## config.mk

```make
export PLATFORM = sky130hd
export DESIGN_NAME = edit_distance_engine_flat
export DESIGN_NICKNAME = d
export VERILOG_FILES = /design/src/design/ede_pkg.sv /design/src/design/ede_in_if.sv /design/src/design/ede_out_if.sv /design/src/design/edit_distance_engine.sv /design/src/design/ede_cell.sv /design/src/flat_wrapper.sv
export VERILOG_INCLUDE_DIRS = /design/src /design/src/design
export SDC_FILE = /design/constraint.sdc
export NUM_CORES = 2
export LEC_CHECK = 0
export CAP_MARGIN = 20
export CORE_MARGIN = 4
export CORE_UTILIZATION = 54
export DETAILED_ROUTE_END_ITERATION = 7
export DONT_BUFFER_PORTS = 1
export PLACE_DENSITY = 0.65
export SLEW_MARGIN = 20
export SYNTH_ARGS = -nofsm -noshare
export SYNTH_HDL_FRONTEND = slang
export SYNTH_SLANG_ARGS = --single-unit
```

## constraint.sdc

```tcl
create_clock -name clk -period 7.4 [get_ports clk]
set_input_delay 0 -clock clk [delete_from_list [all_inputs] [get_ports clk]]
set_output_delay 0 -clock clk [all_outputs]
set_load 0.005 [all_outputs]
```

## src/design/edit_distance_engine_defines.svh

```systemverilog
// assertion macros used by the edit distance engine
`ifndef EDIT_DISTANCE_ENGINE_DEFINES_SVH
`define EDIT_DISTANCE_ENGINE_DEFINES_SVH

// same-cycle implication, disabled during reset
`define EDE_ASSERT_IMPL(label, clk_s, rst_s, ante, cons) \
  label: assert property (@(posedge clk_s) disable iff (rst_s) (ante) |-> (cons)) \
    else $error("edit distance engine: check failed");

// next-cycle implication, disabled during reset
`define EDE_ASSERT_NEXT(label, clk_s, rst_s, ante, cons) \
  label: assert property (@(posedge clk_s) disable iff (rst_s) (ante) |=> (cons)) \
    else $error("edit distance engine: check failed");

`endif

```

## src/design/ede_pkg.sv

```systemverilog
// shared types and constants of the edit distance engine
package ede_pkg;

  localparam int MAX_LEN_DEFAULT = 32;
  localparam int CH_W            = 8;
  localparam int DIST_W          = 6;
  localparam int DIST_MAX        = 63;

  localparam logic OP_FIRST  = 1'b0;
  localparam logic OP_SECOND = 1'b1;

  typedef enum logic [1:0] {
    ST_RUN,
    ST_DRAIN,
    ST_EMIT
  } state_t;

  // per-cell control from the sequencer
  typedef struct packed {
    logic            arm;
    logic            load;
    logic [CH_W-1:0] ch;
  } cell_ctl_t;

endpackage

```

## src/design/ede_in_if.sv

```systemverilog
// request channel: characters of the first and second word
interface ede_in_if;
  logic                   valid;
  logic                   ready;
  logic                   op;
  logic [ede_pkg::CH_W-1:0] ch;
  logic                   last;
  logic                   empty_req;

  modport source (output valid, op, ch, last, empty_req, input ready);
  modport sink   (input valid, op, ch, last, empty_req, output ready);
endinterface

```

## src/design/ede_out_if.sv

```systemverilog
// result channel: edit distance and overflow flag
interface ede_out_if;
  logic                       valid;
  logic                       ready;
  logic [ede_pkg::DIST_W-1:0] distance;
  logic                       too_long;

  modport source (output valid, distance, too_long, input ready);
  modport sink   (input valid, distance, too_long, output ready);
endinterface

```

## src/design/edit_distance_engine.sv

```systemverilog
// Levenshtein edit distance engine: a chain of MAX_LEN cells, one per
// first-word character, sweeps each second-word character through the kept
// column as a wavefront. Second-word characters are taken one per cycle
// while the engine runs and no first word is being closed. A first-word
// character waits until the chain is empty. The first second-word request
// after loading first closes the first word and is taken in the cycle after.
// A second-word end lets the wavefront drain through all MAX_LEN cells, and
// the result is then registered once the result channel has room; the next
// request is already held meanwhile. After reset the stored first word is
// empty and the column holds entry i = i.
`include "edit_distance_engine_defines.svh"

module edit_distance_engine #(
  parameter int MAX_LEN = ede_pkg::MAX_LEN_DEFAULT
) (
  input logic      clk,
  input logic      rst,
  ede_in_if.sink   req,
  ede_out_if.source res
);

  localparam int LW = $clog2(MAX_LEN + 1);
  localparam int IW = (MAX_LEN > 1) ? $clog2(MAX_LEN) : 1;
  localparam int SW = (LW > ede_pkg::DIST_W) ? LW : ede_pkg::DIST_W;

  ede_pkg::state_t state, state_next;

  // held request
  logic                     hold_valid;
  logic                     hold_op;
  logic [ede_pkg::CH_W-1:0] hold_ch;
  logic                     hold_last;
  logic                     hold_empty;

  logic          loading;
  logic          first_over;
  logic          overflow_seen;
  logic [LW-1:0] first_length;
  logic [LW-1:0] second_length;

  logic                      out_valid;
  logic [ede_pkg::DIST_W-1:0] out_distance;
  logic                      out_too_long;

  // chain links: index 0 is the injection point
  logic [MAX_LEN:0]         tok_valid;
  logic [ede_pkg::CH_W-1:0] tok_ch  [MAX_LEN+1];
  logic [LW-1:0]            tok_new [MAX_LEN+1];
  logic [LW-1:0]            tok_old [MAX_LEN+1];
  logic [LW-1:0]            cell_dp [MAX_LEN];
  ede_pkg::cell_ctl_t       cell_ctl [MAX_LEN];

  logic          busy;
  logic          hold_ends;
  logic          consume;
  logic          inject;
  logic          load_fire;
  logic          close_fire;
  logic          emit;
  logic          arm;
  logic [LW-1:0] fl_base;
  logic          fl_full;
  logic          sl_full;
  logic          store_ch;
  logic [IW-1:0] wr_idx;
  logic [LW-1:0] rd_pos;
  logic [IW-1:0] rd_idx;
  logic [LW-1:0] rd_dp;
  logic [SW-1:0] rd_ext;
  logic [ede_pkg::DIST_W-1:0] dist_sat;

  assign busy      = |tok_valid[MAX_LEN:1];
  assign hold_ends = hold_last | hold_empty;
  assign fl_base   = loading ? first_length : '0;
  assign fl_full   = (fl_base == LW'(MAX_LEN));
  assign sl_full   = (second_length == LW'(MAX_LEN));
  assign wr_idx    = fl_base[IW-1:0];

  // outputs of the sequencer
  always_comb begin
    consume    = 1'b0;
    inject     = 1'b0;
    load_fire  = 1'b0;
    close_fire = 1'b0;
    emit       = 1'b0;
    case (state)
      ede_pkg::ST_RUN: begin
        if (hold_valid) begin
          if (hold_op == ede_pkg::OP_FIRST) begin
            // store writes must not overtake a wavefront in flight
            if (!busy) begin
              load_fire = 1'b1;
              consume   = 1'b1;
            end
          end else if (loading) begin
            close_fire = 1'b1;
          end else begin
            consume = 1'b1;
            inject  = !hold_empty && !sl_full;
          end
        end
      end
      ede_pkg::ST_DRAIN: begin
      end
      ede_pkg::ST_EMIT: begin
        emit = !out_valid || res.ready;
      end
      default: begin
      end
    endcase
  end

  assign arm      = close_fire | (load_fire & hold_ends) | emit;
  assign store_ch = load_fire & !hold_empty & !fl_full;

  // next state of the sequencer
  always_comb begin
    state_next = state;
    case (state)
      ede_pkg::ST_RUN: begin
        if (consume && hold_op == ede_pkg::OP_SECOND && hold_ends) begin
          state_next = ede_pkg::ST_DRAIN;
        end
      end
      ede_pkg::ST_DRAIN: begin
        if (!busy) begin
          state_next = ede_pkg::ST_EMIT;
        end
      end
      ede_pkg::ST_EMIT: begin
        if (emit) begin
          state_next = ede_pkg::ST_RUN;
        end
      end
      default: begin
        state_next = ede_pkg::ST_RUN;
      end
    endcase
  end

  assign req.ready = !hold_valid || consume;

  always_ff @(posedge clk) begin
    if (rst) begin
      state         <= ede_pkg::ST_RUN;
      hold_valid    <= 1'b0;
      loading       <= 1'b0;
      first_over    <= 1'b0;
      overflow_seen <= 1'b0;
      first_length  <= '0;
      second_length <= '0;
    end else begin
      state <= state_next;
      if (req.valid && req.ready) begin
        hold_valid <= 1'b1;
      end else if (consume) begin
        hold_valid <= 1'b0;
      end

      if (load_fire) begin
        loading <= !hold_ends;
        if (!loading || hold_ends) begin
          second_length <= '0;
        end
        if (!loading) begin
          first_over    <= 1'b0;
          overflow_seen <= 1'b0;
        end
        if (!hold_empty && fl_full) begin
          first_over    <= 1'b1;
          overflow_seen <= 1'b1;
        end
        first_length <= fl_base + LW'(store_ch);
      end

      if (close_fire) begin
        loading       <= 1'b0;
        second_length <= '0;
      end

      if (consume && hold_op == ede_pkg::OP_SECOND && !hold_empty && sl_full) begin
        overflow_seen <= 1'b1;
      end

      if (inject) begin
        second_length <= second_length + LW'(1);
      end

      if (emit) begin
        second_length <= '0;
        overflow_seen <= first_over;
      end
    end
  end

  always_ff @(posedge clk) begin
    if (req.valid && req.ready) begin
      hold_op    <= req.op;
      hold_ch    <= req.ch;
      hold_last  <= req.last;
      hold_empty <= req.empty_req;
    end
  end

  // injection into the first cell: left column entry is the second length
  assign tok_valid[0] = inject;
  assign tok_ch[0]    = hold_ch;
  assign tok_old[0]   = second_length;
  assign tok_new[0]   = second_length + LW'(1);

  for (genvar i = 0; i < MAX_LEN; i++) begin : g_cell
    assign cell_ctl[i].arm  = arm;
    assign cell_ctl[i].load = store_ch && (wr_idx == IW'(i));
    assign cell_ctl[i].ch   = hold_ch;

    ede_cell #(
      .DW  (LW),
      .IDX (i + 1)
    ) u_cell (
      .clk       (clk),
      .rst       (rst),
      .ctl       (cell_ctl[i]),
      .in_valid  (tok_valid[i]),
      .in_ch     (tok_ch[i]),
      .in_new    (tok_new[i]),
      .in_old    (tok_old[i]),
      .out_valid (tok_valid[i+1]),
      .out_ch    (tok_ch[i+1]),
      .out_new   (tok_new[i+1]),
      .out_old   (tok_old[i+1]),
      .dp        (cell_dp[i])
    );
  end

  // column entry at the first word's length
  always_comb begin
    rd_pos = first_length - LW'(1);
    rd_idx = rd_pos[IW-1:0];
    rd_dp  = (first_length == '0) ? second_length : cell_dp[rd_idx];
    rd_ext = SW'(rd_dp);
    dist_sat = (rd_ext > SW'(ede_pkg::DIST_MAX)) ?
               ede_pkg::DIST_W'(ede_pkg::DIST_MAX) : rd_ext[ede_pkg::DIST_W-1:0];
  end

  always_ff @(posedge clk) begin
    if (rst) begin
      out_valid <= 1'b0;
    end else if (emit) begin
      out_valid <= 1'b1;
    end else if (res.ready) begin
      out_valid <= 1'b0;
    end
  end

  always_ff @(posedge clk) begin
    if (emit) begin
      out_distance <= dist_sat;
      out_too_long <= overflow_seen;
    end
  end

  assign res.valid    = out_valid;
  assign res.distance = out_distance;
  assign res.too_long = out_too_long;

  `EDE_ASSERT_IMPL(a_inject_in_run, clk, rst, inject, state == ede_pkg::ST_RUN)
  `EDE_ASSERT_IMPL(a_load_when_idle, clk, rst, load_fire, !busy && !inject)
  `EDE_ASSERT_NEXT(a_drain_waits, clk, rst, state == ede_pkg::ST_DRAIN && busy, state == ede_pkg::ST_DRAIN)
  `EDE_ASSERT_NEXT(a_emit_shows, clk, rst, emit, out_valid)
  `EDE_ASSERT_IMPL(a_len_bound, clk, rst, 1'b1, second_length <= LW'(MAX_LEN) && first_length <= LW'(MAX_LEN))

endmodule

```

## src/design/ede_cell.sv

```systemverilog
// one column cell: holds a first-word character and its distance entry
module ede_cell #(
  parameter int DW  = 6,
  parameter int IDX = 1
) (
  input  logic                      clk,
  input  logic                      rst,
  input  ede_pkg::cell_ctl_t        ctl,
  input  logic                      in_valid,
  input  logic [ede_pkg::CH_W-1:0]  in_ch,
  input  logic [DW-1:0]             in_new,
  input  logic [DW-1:0]             in_old,
  output logic                      out_valid,
  output logic [ede_pkg::CH_W-1:0]  out_ch,
  output logic [DW-1:0]             out_new,
  output logic [DW-1:0]             out_old,
  output logic [DW-1:0]             dp
);

  logic [ede_pkg::CH_W-1:0] stored;
  logic [DW:0]              up_cost;
  logic [DW:0]              left_cost;
  logic [DW:0]              diag_cost;
  logic [DW:0]              min_ul;
  logic [DW:0]              min_all;
  logic [DW-1:0]            dp_new;

  always_comb begin
    up_cost   = {1'b0, dp} + {{DW{1'b0}}, 1'b1};
    left_cost = {1'b0, in_new} + {{DW{1'b0}}, 1'b1};
    diag_cost = {1'b0, in_old} + {{DW{1'b0}}, (in_ch != stored)};
    min_ul    = (up_cost < left_cost) ? up_cost : left_cost;
    min_all   = (min_ul < diag_cost) ? min_ul : diag_cost;
    // never exceeds the larger word length, so it fits in DW bits
    dp_new    = min_all[DW-1:0];
  end

  always_ff @(posedge clk) begin
    if (rst) begin
      dp        <= DW'(IDX);
      out_valid <= 1'b0;
    end else begin
      out_valid <= in_valid;
      if (ctl.arm) begin
        dp <= DW'(IDX);
      end else if (in_valid) begin
        dp <= dp_new;
      end
    end
  end

  always_ff @(posedge clk) begin
    if (ctl.load) begin
      stored <= ctl.ch;
    end
    out_ch  <= in_ch;
    out_new <= dp_new;
    out_old <= dp;
  end

endmodule

```

## src/flat_wrapper.sv

```systemverilog
// flat-port wrapper written by rule: the top's interface ports become plain ports
module edit_distance_engine_flat 
#(
  parameter int MAX_LEN = ede_pkg::MAX_LEN_DEFAULT
)
  (clk, rst, req_valid, req_op, req_ch, req_last, req_empty_req, req_ready, res_valid, res_distance, res_too_long, res_ready);
  ede_in_if req_i ();
  ede_out_if res_i ();
  input logic clk;
  input logic rst;
  input wire logic [$bits(req_i.valid)-1:0] req_valid;
  input wire logic [$bits(req_i.op)-1:0] req_op;
  input wire logic [$bits(req_i.ch)-1:0] req_ch;
  input wire logic [$bits(req_i.last)-1:0] req_last;
  input wire logic [$bits(req_i.empty_req)-1:0] req_empty_req;
  output wire logic [$bits(req_i.ready)-1:0] req_ready;
  output wire logic [$bits(res_i.valid)-1:0] res_valid;
  output wire logic [$bits(res_i.distance)-1:0] res_distance;
  output wire logic [$bits(res_i.too_long)-1:0] res_too_long;
  input wire logic [$bits(res_i.ready)-1:0] res_ready;
  assign req_i.valid = req_valid;
  assign req_i.op = req_op;
  assign req_i.ch = req_ch;
  assign req_i.last = req_last;
  assign req_i.empty_req = req_empty_req;
  assign req_ready = req_i.ready;
  assign res_valid = res_i.valid;
  assign res_distance = res_i.distance;
  assign res_too_long = res_i.too_long;
  assign res_i.ready = res_ready;
  edit_distance_engine #(.MAX_LEN(MAX_LEN)) u_core (.clk(clk), .rst(rst), .req(req_i), .res(res_i));
endmodule
```

# After elaboration in Yosys (flattened, before gate mapping)
# Index checks and enable logic that the tools add are counted.
[word_totals]
register_bits = 1137
[op_classes]
magnitude_cmp = 66
eq_ne = 72
bitwise_logic = 7
reduce_logical = 65
n_mux = 103
n_addsub = 99
[ops]
columns = ["op", "n"]
rows = [
  ["$add 6x1->7 const B", 64],
  ["$lt 7x7->1", 64],
  ["$ne 8x8->1", 32],
  ["$mux 6", 40],
  ["$add 6x1->7", 32],
  ["$mux 7", 32],
  ["$eq 5x5->1 const B", 16],
  ["$eq 5x4->1 const B", 8],
  ["$logic_and 1x1->1", 39],
  ["$reduce_or 32->1", 1],
  ["$bmux 6 s5", 1],
  ["$mux 1", 26],
  ["$eq 5x3->1 const B", 4],
  ["$eq 6x6->1 const B", 2],
  ["$eq 5x2->1 const B", 2],
  ["$reduce_bool 3->1", 3],
  ["$logic_not 1->1", 7],
  ["$add 6x1->6", 1],
  ["$add 6x1->6 const B", 1],
  ["$ge 6x6->1 const B", 1],
  ["$gt 6x6->1 const B", 1],
  ["$logic_not 6->1", 1],
  ["$mux 2", 3],
  ["$not 5->6", 1],
  ["other kinds (17)", 30],
]

# Logic depth before layout (Yosys ltp)
[logic_depth]
depth_word = 10
mapped_depth = 24
ltp_nobuf = 21

# Hierarchy
# From an unflattened synthesis, not the netlist that was laid out.
[hier_totals]
cells_unflattened = 5965
area_unflattened_um2 = 60829.6
[by_module_without_submodules]
columns = ["mod", "cells_per_inst", "area_each_um2", "instances"]
rows = [
  ["edit_distance_engine", 523, 3977.6, 1],
  ["ede_cell at u_core.g_cell[19].u_cell ...", 174, 1764.2, 2],
  ["ede_cell at u_core.g_cell[21].u_cell ...", 165, 1755.4, 2],
  ["ede_cell at u_core.g_cell[22].u_cell ...", 164, 1752.9, 2],
  ["ede_cell at u_core.g_cell[27].u_cell", 182, 1874.3, 1],
  ["ede_cell at u_core.g_cell[29].u_cell", 181, 1866.8, 1],
  ["ede_cell at u_core.g_cell[20].u_cell", 167, 1846.8, 1],
  ["ede_cell at u_core.g_cell[24].u_cell", 166, 1819.2, 1],
  ["ede_cell at u_core.g_cell[11].u_cell", 185, 1811.7, 1],
  ["ede_cell at u_core.g_cell[31].u_cell", 179, 1808.0, 1],
  ["ede_cell at u_core.g_cell[13].u_cell", 183, 1806.7, 1],
  ["ede_cell at u_core.g_cell[3].u_cell", 173, 1800.5, 1],
  ["ede_cell at u_core.g_cell[28].u_cell", 163, 1795.5, 1],
  ["ede_cell at u_core.g_cell[8].u_cell", 172, 1789.2, 1],
  ["16 more rows", "n/a", "n/a", "n/a"],
]

# Worst setup path after synthesis
# No wires, ideal clock.
[synth_path]
path_kind = "register to register"
startpoint = "register u_core.second_length[0]"
endpoint = "register u_core.g_cell[0].u_cell.dp[5]"
stages_incl_launch_ff = 24
required_time_ns = 7.285
path_slack_ns = 2.287
setup_ns = 0.115
synth_period_minus_slack_ns = 5.113
arrival_time_ns = 4.998
path_cell_list = "dfxtp_1 clkbuf_1 inv_1 ha_1 nand2_1 o21ai_0 xnor2_1 ha_1 or3_1 o221ai_1 a21oi_1 o22ai_1 clkbuf_1 o21ai_0 ha_1 a21o_1 a21oi_1 o21ai_0 nor2_1 mux2i_1 o21a_1 clkbuf_1 mux2_2 o21ba_2"
[synth_between]
elab_cells_between_ends = 14
classes_between = "3 x add/sub; 2 x order compare; 1 x eq/ne; 6 x mux; 2 x reduce/logical"
[synth_rtl]
columns = ["element", "line_no", "source"]
rows = [
  ["start: declaration", "edit_distance_engine.sv:39", "logic [LW-1:0] second_length;"],
  ["start signal: assignment", "edit_distance_engine.sv:186", "second_length <= second_length + LW'(1);"],
  ["$add 6x1->6", "edit_distance_engine.sv:209", "assign tok_new[0] = second_length + LW'(1);"],
  ["$add 6x1->7", "ede_cell.sv:30", "left_cost = {1'b0, in_new} + {{DW{1'b0}}, 1'b1};"],
  ["$lt 7x7->1", "ede_cell.sv:32", "min_ul = (up_cost < left_cost) ? up_cost : left_cost;"],
  ["$mux 7", "ede_cell.sv:32", ""],
  ["$lt 7x7->1", "ede_cell.sv:33", "min_all = (min_ul < diag_cost) ? min_ul : diag_cost;"],
  ["$mux 6 (*)", "ede_cell.sv:33", ""],
  ["net u_core.g_cell[0].u_cell.min_all[5]", "ede_cell.sv:25", "logic [DW:0] min_all;"],
  ["end signal: assignment", "ede_cell.sv:40", "dp <= DW'(IDX);"],
  ["end signal: assignment", "ede_cell.sv:45", "dp <= DW'(IDX);"],
  ["end signal: assignment", "ede_cell.sv:47", "dp <= dp_new;"],
  ["end: declaration", "ede_cell.sv:17", "output logic [DW-1:0] dp"],
]
# The timed path passes the listed nets; every way through them passes the cells marked *.
# A chain may end at the register's enable or synchronous reset.

# Worst setup path after layout
# Same ends and word-level chain as after synthesis.

==> results_dict.tcl <==
set metrics [dict create \
    worstPathMaxFanout 12 \
    area_growth_syn_to_layout_pct 9.85 \
    die-width_um 334 \
    finClkSkew_ps 69.9 \
    dpl_cell_area_mm2 0.0587 \
    cts_tree "done" \
    synthTopCellsByArea "dfxtp_1, edfxtp_1, ha_1, xor2_1, nand3_1" \
    cellLeakagePower_nw 25.9 \
    critPathLaunch "u_core.second_length[0]$_SDFFE_PP0P_" \
    placed_cells 6733 \
    grt_pass1_vias 39800 \
    cts_root_buffer "clkbuf_16" \
    post_cts_buffers 0 \
    slew_headroom_pct 24.0 \
    portBuffers 0 \
    cts_resized 0 \
    fin_crit_sh_pct 72.1 \
    routed_wl_um 136000 \
    final_cell_mix "dfxtp_1, nand3_1, xor2_1, ha_1, a21oi_1" \
    ant_nets 0 \
    worstSkewPairLatency_ps 740 \
    yosysSeqAreaShare_pct 44.5 \
    netSwitchingPower_mw 10.7 \
    hold_path_class "in2reg" \
    crit_chain "inv_1 -> ha_1 -> nand2_1 -> o21ai_0 -> xnor2_1 -> ha_1 -> or3_1 -> o221ai_1 -> a21oi_1 -> o22ai_1 -> buf_4 -> o21ai_0 -> ha_1 -> a21o_1 -> a21oi_1 -> o21ai_0 -> nor2_1 -> mux2i_1 -> o21a_1 -> mux2_2 -> o21ba_2" \
    grt_use_total_pct 24.1 \
    tns_ps 0 \
    r2r-start "u_core.second_length[0]$_SDFFE_PP0P_" \
    p_int_mw 16.0 \
    core_area_mm2 0.105 \
    place.gp.congestion 0.869 \
    total_power_mw 26.7 \
    path_delay_family "compound AO/OA/AOI/OAI gates" \
    cp.depth 21 \
    drt-initial-drc-count 2858 \
    netlist_instances 5476 \
    ir_drop_v 0.000521 \
    finalNonFillerCells 6977 \
    ios 24 \
    dp_hpwl_um 99900 \
    r2r_slack_ps 2060 \
    run_status "finished clean" \
    clockPowerShare_pct 22.6 \
    initial_utilization_pct 54.4 \
    drc 0 \
    vias_per_cell 5.83 \
    drv_cap 0 \
    post_drt_wl_per_cell_um 19.5 \
    die_area_mm2 0.111 \
    rsz0062_at_grt "no" \
    num_vias 40700 \
    rows 119 \
    dieHeight_um 334 \
    cp-end-kind "flip-flop" \
    pwr_density_cell_mw_per_mm2 424 \
    crit_end "u_core.g_cell[0].u_cell.dp[5]$_SDFFE_PP0P_" \
    clock-sinks 1137 \
    postSynthAreaPerCell_um2 10.5 \
    grt_pass1_wl_um 217000 \
    finalCriticalPeriod_ps 5340 \
    worstPathArrival_ps 5950 \
    cts_made_buffers 114 \
    critPathBufInv 2 \
    synth_ff_type "dfxtp_1" \
    worstSetupPathType "reg2reg" \
    setup_viol 0 \
    yosys_register_bits 1137 \
    ys_warn_count 0 \
    synth_top_cell_area_share_pct 30.1 \
    final-hold-violation-count 0 \
    synth_async_sr_flop_share_pct 0 \
    combPwrFrac_pct 49.6 \
    final_max_slew_viol_count 0 \
    crit_slowest_cell "dfxtp_1" \
    first_pass_iters 8 \
    finalInstanceArea_mm2 0.0630 \
    nNetsFinal 6021 \
    grt_max_degree 86 \
    yosys.cell_types.count 62 \
    synth_nets 6009 \
    fillers 8752 \
    fmax_mhz 187 \
    diodes 0 \
    antenna_found_initial 1 \
    sw_frac_of_total_pct 40.1 \
    tightest_slew_ps 1130 \
    synth_enable_flop_cells 274 \
    cpPeakStageDelay_ps 580 \
    r2r_cells 21 \
    r2r_end "u_core.g_cell[0].u_cell.dp[5]$_SDFFE_PP0P_" \
    synth_area_leader_cell "dfxtp_1" \
    clockBufferDepth 3 \
    cp-start-kind "flip-flop" \
    drive_above_1_share_pct 8.41 \
    postCtsHoldBufs 30 \
    cts.clk_slew.worst_paths_ps 60 \
    power_frac_seq_pct 27.8 \
    htreeDepth 3 \
    grt-ovfl-total 0 \
    syn_area_mm2 0.0574 \
    cp.required_ps 8010 \
    final_common_cell "dfxtp_1" \
]
[Yosys cell counts, types with 76 or more instances]
cell and count:
nor4_1 76, mux2i_1 181, inv_1 270, nor2_1 226, a21o_1 152, ha_1 518, xor2_1 518, nand3_1 574
dfxtp_1 863, nand4_1 107, xnor2_1 127, a21oi_1 299, o21ai_0 95, nand2_1 188, edfxtp_1 274, and3_1 128
mux2_2 95, clkbuf_1 113
[routing by layer]
metal	track usage, %	wire [um]	vias up
met1	32.0	61400	19600
li1	-	-	20000
met2	41.2	65100	887
met5	0	0	-
met4	7.67	3910	0
met3	2.88	5780	221
[cell families (layout without fill, tap and decap cells)]
| family | count (synthesis) | count (layout) | synth area share (%) |
|---|---|---|---|
| and+or+nand+nor | 1492 | 1492 | 13.4 |
| buffers and inverters | 446 | 556 | 3.05 |
| muxes | 336 | 336 | 7.38 |
| adders and majority gates | 518 | 518 | 11.3 |
| AOI/OAI and AO/OA | 902 | 902 | 10.5 |
| xor gates and xnor gates | 645 | 645 | 9.85 |
| DFF | 1137 | 1137 | 44.5 |
[registers in the layout (all words and copies together), names as in the netlist, 2 cells and up]
signal / count
u_core.g_cell.u_cell.out_ch: 248
u_core.state: 2
u_core.g_cell.u_cell.out_old: 186
u_core.hold_ch: 8
u_core.g_cell.u_cell.out_valid: 32
u_core.second_length: 6
u_core.g_cell.u_cell.dp: 192
u_core.first_length: 6
u_core.res.distance: 6
u_core.g_cell.u_cell.out_new: 186
u_core.g_cell.u_cell.stored: 256
[cell type report]
class / count / area (um2) / area share, %
multi-input combinational: 3893 / 30200 / 47.9
sequential: 1137 / 25500 / 40.5
clock buffer: 157 / 3200 / 5.07
tap: 1391 / 1740 / 2.76
inverter: 289 / 1080 / 1.72
clock inverter: 57 / 832 / 1.32
timing repair buffer: 53 / 490 / 0.778
[tightest hold or removal path, stage by stage]
cell and delay [ps]:
dlygate4sd3_1 530, nand2b_1 150, o22a_1 160, nor2_1 40
[worst min path at each step]
stage,cells past startpoint,slack [ps],startpoint,endpoint
2_1_floorplan,0,100,req_ch[0],u_core.hold_ch[0]$_DFFE_PP_
3_3_place_gp,1,80,rst,u_core.first_length[0]$_SDFFE_PP0P_
3_5_place_dp,1,80,rst,u_core.first_length[0]$_SDFFE_PP0P_
4_1_cts,4,90,res_ready,u_core.state[1]$_SDFFE_PP0P_
5_1_grt,4,210,res_ready,u_core.state[1]$_SDFFE_PP0P_
6_report,4,180,res_ready,u_core.state[1]$_SDFFE_PP0P_
[power by group through the flow]
stage	logic [mW]	clock network [mW]	registers (mW)
2_1_floorplan	10.7	0	7.42
5_1_grt	14.9	6.42	7.48
3_3_place_gp	12.8	0	7.54
4_1_cts	13.1	6.16	7.42
3_5_place_dp	13.0	0	7.55
6_report	13.3	6.04	7.42
[per-stage QoR]
stage	setup WS [ps]	hold WS, ps	util, %
3_5_place_dp	2100	78.2	55.6
6_report	2060	183	59.8
4_1_cts	2070	88.0	59.8
5_1_grt	1660	206	59.8
2_1_floorplan	2290	98.9	-
3_3_place_gp	2180	78.8	55.6
Power figures use the tool's default switching activity.
